[src/bitmap_frame_allocator_assert.svh]
// Assertion macros shared by the frame allocator RTL.
`ifndef BITMAP_FRAME_ALLOCATOR_ASSERT_SVH
`define BITMAP_FRAME_ALLOCATOR_ASSERT_SVH

// Same-cycle implication, checked on every rising edge outside reset.
`define BFA_CHK(lbl, ante, cons, msg) \
  lbl: assert property (@(posedge clk) disable iff (!rst_n) (ante) |-> (cons)) \
    else $error(msg);

// Next-cycle implication, checked on every rising edge outside reset.
`define BFA_CHK_NEXT(lbl, ante, cons, msg) \
  lbl: assert property (@(posedge clk) disable iff (!rst_n) (ante) |=> (cons)) \
    else $error(msg);

`endif

[src/bfa_pkg.sv]
// Shared constants for the bitmap frame allocator.
`default_nettype none

package bfa_pkg;

  localparam int CNT_W       = 13;  // counts and page requests
  localparam int IDX_W       = 12;  // frame index fields
  localparam int WORD_W      = 8;   // frames per map word
  localparam int WORD_BITS_W = 3;   // log2 of WORD_W

  localparam logic [WORD_W-1:0] WORD_FULL       = 8'hFF;
  localparam logic [CNT_W-1:0]  CNT_MAX         = 13'h1FFF;
  localparam logic [CNT_W-1:0]  FRAME_COUNT_RST = 13'd4096;

  localparam logic CMD_ALLOC = 1'b0;
  localparam logic CMD_FREE  = 1'b1;

endpackage

`default_nettype wire

[src/bfa_map.sv]
// Used-frame map storage: one write port, one registered read port.
`default_nettype none

module bfa_map #(
  parameter int WORDS = 512,
  parameter int AW    = 9
) (
  input  logic                       clk,
  input  logic                       we,
  input  logic [AW-1:0]              waddr,
  input  logic [bfa_pkg::WORD_W-1:0] wdata,
  input  logic                       re,
  input  logic [AW-1:0]              raddr,
  output logic [bfa_pkg::WORD_W-1:0] rdata
);
  import bfa_pkg::*;

  logic [WORD_W-1:0] mem [WORDS];
  logic [WORD_W-1:0] rdata_r;

  always_ff @(posedge clk) begin
    if (we) begin
      mem[waddr] <= wdata;
    end
  end

  always_ff @(posedge clk) begin
    if (re) begin
      rdata_r <= mem[raddr];
    end
  end

  assign rdata = rdata_r;

endmodule

`default_nettype wire

[config.mk]
export PLATFORM = sky130hd
export DESIGN_NAME = bfa_map
export DESIGN_NICKNAME = d
export VERILOG_FILES = /design/src/bitmap_frame_allocator_assert.svh /design/src/bfa_pkg.sv /design/src/bfa_map.sv
export SDC_FILE = /design/constraint.sdc
export NUM_CORES = 2
export LEC_CHECK = 0
export ABC_CLOCK_PERIOD_IN_PS = 6730
export BUFFER_PORTS_ARGS = -buffer_cell sky130_fd_sc_hd__buf_4
export CAP_MARGIN = 20
export CORE_MARGIN = 2
export CORE_UTILIZATION = 25
export CTS_BUF_LIST = sky130_fd_sc_hd__clkbuf_16
export DETAILED_ROUTE_END_ITERATION = 8
export PLACE_DENSITY = 0.48
export RECOVER_POWER = 100
export SYNTH_ARGS = -nofsm -noshare
export SYNTH_HDL_FRONTEND = slang
export SYNTH_SLANG_ARGS = --single-unit
export TNS_END_PERCENT = 5
[constraint.sdc]
create_clock -name clk -period 6.73 [get_ports clk]
set_clock_uncertainty 0.15 [all_clocks]
set_input_delay 1.0095 -clock clk [delete_from_list [all_inputs] [get_ports clk]]
set_output_delay 1.0095 -clock clk [all_outputs]
set_load 0.02 [all_outputs]
==> flow_metrics.env <==
export IMPL_grt_overflow_total=0
export IMPL_crit_family="buffers and inverters"
export IMPL_initial_core_util_pct=25.11
export IMPL_arrival_ps=6090
export IMPL_grt_max_degree=190
export IMPL_cts_setup_buffers=0
export IMPL_postLayoutCoreUtil_pct=28.85
export IMPL_async_reset_ff_share_pct=0
export IMPL_slew_viol_final=1744
export IMPL_ys_seq_area_share_pct=77.02
export IMPL_ys_warn_count=0
export IMPL_ctsHoldBuffers=0
export IMPL_finalSetupViolations=0
export IMPL_cp_required_ps=7280
export IMPL_clock_sinks=4104
export IMPL_nFillCells=62130
export IMPL_pwr_share_comb_pct=4.8
export IMPL_swShare_pct=21.93
export IMPL_final_cell_count_no_fill=16941
export IMPL_place_inst=16123
export IMPL_routabilityCongestion=0.8215
export IMPL_drive_gt1_share_pct=17.26
export IMPL_grt_antenna_before_repair=34
export IMPL_cpPeakStageDelay_ps=3720
export IMPL_post_cts_resized=0
export IMPL_endpoint_kind="register"
export IMPL_worst_path_buf_inv=2
export IMPL_synth_area_top_cells="edfxtp_1, mux4_2, mux2i_1"
export IMPL_drc=0
export IMPL_cts_tree="done"
export IMPL_synth_area_leader_cell="edfxtp_1"
export IMPL_synth_enable_flop_cells=4104
export IMPL_cts_htree_levels=5
export IMPL_vias_per_cell=4.766
export IMPL_p_sw_mw=11.89
export IMPL_num_rows=293
export IMPL_dp_hpwl_um=273800
export IMPL_cts_root_buffer="clkbuf_16"
export IMPL_synth_most_common_cell="edfxtp_1"
export IMPL_max_slew_margin_pct=-258.8
export IMPL_area_delta_synth_final_pct=14.88
export IMPL_clock_power_share_pct=43.1
export IMPL_clkSlewWorstSetupHoldPaths_ps=60
export IMPL_power_density_mw_per_mm2=295.1
export IMPL_period_share_pct=82.33
export IMPL_hold_viol=0
export IMPL_core_sq_mm=0.6372
export IMPL_p_int_mw=42.36
export IMPL_ys_types=50
export IMPL_synth_seq_cells=4104
export IMPL_first_iter_violations=8737
export IMPL_fmax_mhz=180.5
export IMPL_crit_type="input port to register"
export IMPL_path_cells="clkdlybuf4s25_1 -> buf_4"
export IMPL_synth_ff_type="edfxtp_1"
export IMPL_setup_tns_ps=0
export IMPL_finalNetCount=8182
export IMPL_path_max_fanout=99
export IMPL_dieArea_sq_mm=0.6464
export IMPL_cts_buffers_inserted=434
export IMPL_synth_top_area_share_pct=77.02
export IMPL_drv_cap=22
export IMPL_synth_nets=8059
export IMPL_synth_commonest_cells="edfxtp_1, mux2i_1, mux4_2"
export IMPL_clk_latency_ps=1020
export IMPL_synth_cells=8030
export IMPL_worstSetupStartpointType="input port"
export IMPL_violations="capacitance limit, slew limit"
export IMPL_ios=37
export IMPL_power_mw=54.25
export IMPL_grt_use_total_pct=13.66
export IMPL_p_seq_share_pct=52.0
export IMPL_die_h_um=804.0
export IMPL_first_pass_iters=6
export IMPL_drt_wl_total_um=460200
export IMPL_grt_pass1_vias=81891
export IMPL_period_needed_ps=5541
export IMPL_worst_pin_slew_ps=5382
export IMPL_vdd_drop_max_uv=218.2
export IMPL_grt_first_pass_wirelength_um=641000
export IMPL_io_buffers=36
export IMPL_syn_avg_cell_area_sq_um=19.93
export IMPL_pre_cts_slack_ps=903.2
export IMPL_status="complete, but fails checks"
export IMPL_r2r_setup_slack_ps=3150
export IMPL_setup_ws_ps=1189
export IMPL_syn_area_sq_mm=0.1600
export IMPL_wl_per_cell_um=27.17
export IMPL_min_path_type="input port to register"
export IMPL_power_leakage_nw=56.50
export IMPL_slowest_stage="clkdlybuf4s25_1"
export IMPL_ant_nets=0
export IMPL_fp_dieW_um=804.0
export IMPL_grt_setup_unrepaired="false"
export IMPL_max_clock_path_buffers=4
export IMPL_dr_total_vias=80733
cells in the final DEF, fill, tap and decap left out, types with 32 or more instances in the layout:
cell and n:
a22oi_1 61, edfxtp_1 4104, o21ai_0 114, clkinv_2 72, inv_1 94, mux2i_1 797, clkinv_1 112, clkbuf_16 439
o22ai_1 163, nand3_1 32, a21oi_1 194, nor4_1 36, nand4_1 32, mux4_2 654, nand2_1 96, o221ai_1 371
nor2_1 596, bufinv_16 40, buf_4 116, nor3_1 107, buf_12 44
metal layers:
| layer | vias to the layer above | global-route usage, % | share of wire, % |
|---|---|---|---|
| met4 | 8 | 4.024 | 3.1 |
| met1 | 43394 | 18.22 | 42 |
| li1 | 33782 | - | - |
| met3 | 643 | 2.032 | 6.0 |
| met5 | - | 0 | 0.013 |
| met2 | 2906 | 23.09 | 49 |
sequential cells by signal (all words and copies together), names as in the netlist:
name   cells
mem     4096
rdata      8
final cells by class:
type	instances	area, sq um	share of cell area, %
clock inverters	366	2964	1.613
inverters	3	18.77	0.01021
clock buffers	439	10990	5.976
diodes	12	30.03	0.01634
multi-input cells	3410	34040	18.52
repair buffers	200	2026	1.102
flip-flops and latches	4104	123200	67.04
well taps	8407	10520	5.722
through the flow:
step | cell area, sq um | hold slack, ps
2_1_floorplan | 160000 | 864.8
3_3_place_gp | 170000 | 1076
3_5_place_dp | 170100 | 1080
4_1_cts | 184000 | 151.7
5_1_grt | 183800 | 412.7
6_report | 183800 | 417.8
final timing paths:
check,start,to,cells past startpoint
hold reg to reg,mem[154][3],rdata[3],4
setup / recovery,wdata[1],mem[421][1],2
hold / removal,wdata[3],mem[165][3],1
setup reg to reg,mem[33][3],rdata[3],8
power groups by stage:
stage,clock network [mW],registers (mW),logic (mW)
global route,24.8,28.2,2.76
detailed placement,0,28.7,2.68
CTS,23.9,28.2,2.68
global placement,0,28.7,2.63
floorplan,0,28.7,1.34
finish,23.4,28.2,2.63
logic make-up after synthesis:
| kind of cell | synth area share (%) |
|---|---|
| compound gates | 4.311 |
| simple gates | 2.630 |
| buf+inv | 1.848 |
| mux | 14.19 |
| flops | 77.02 |
Power figures use the tool's default switching activity.
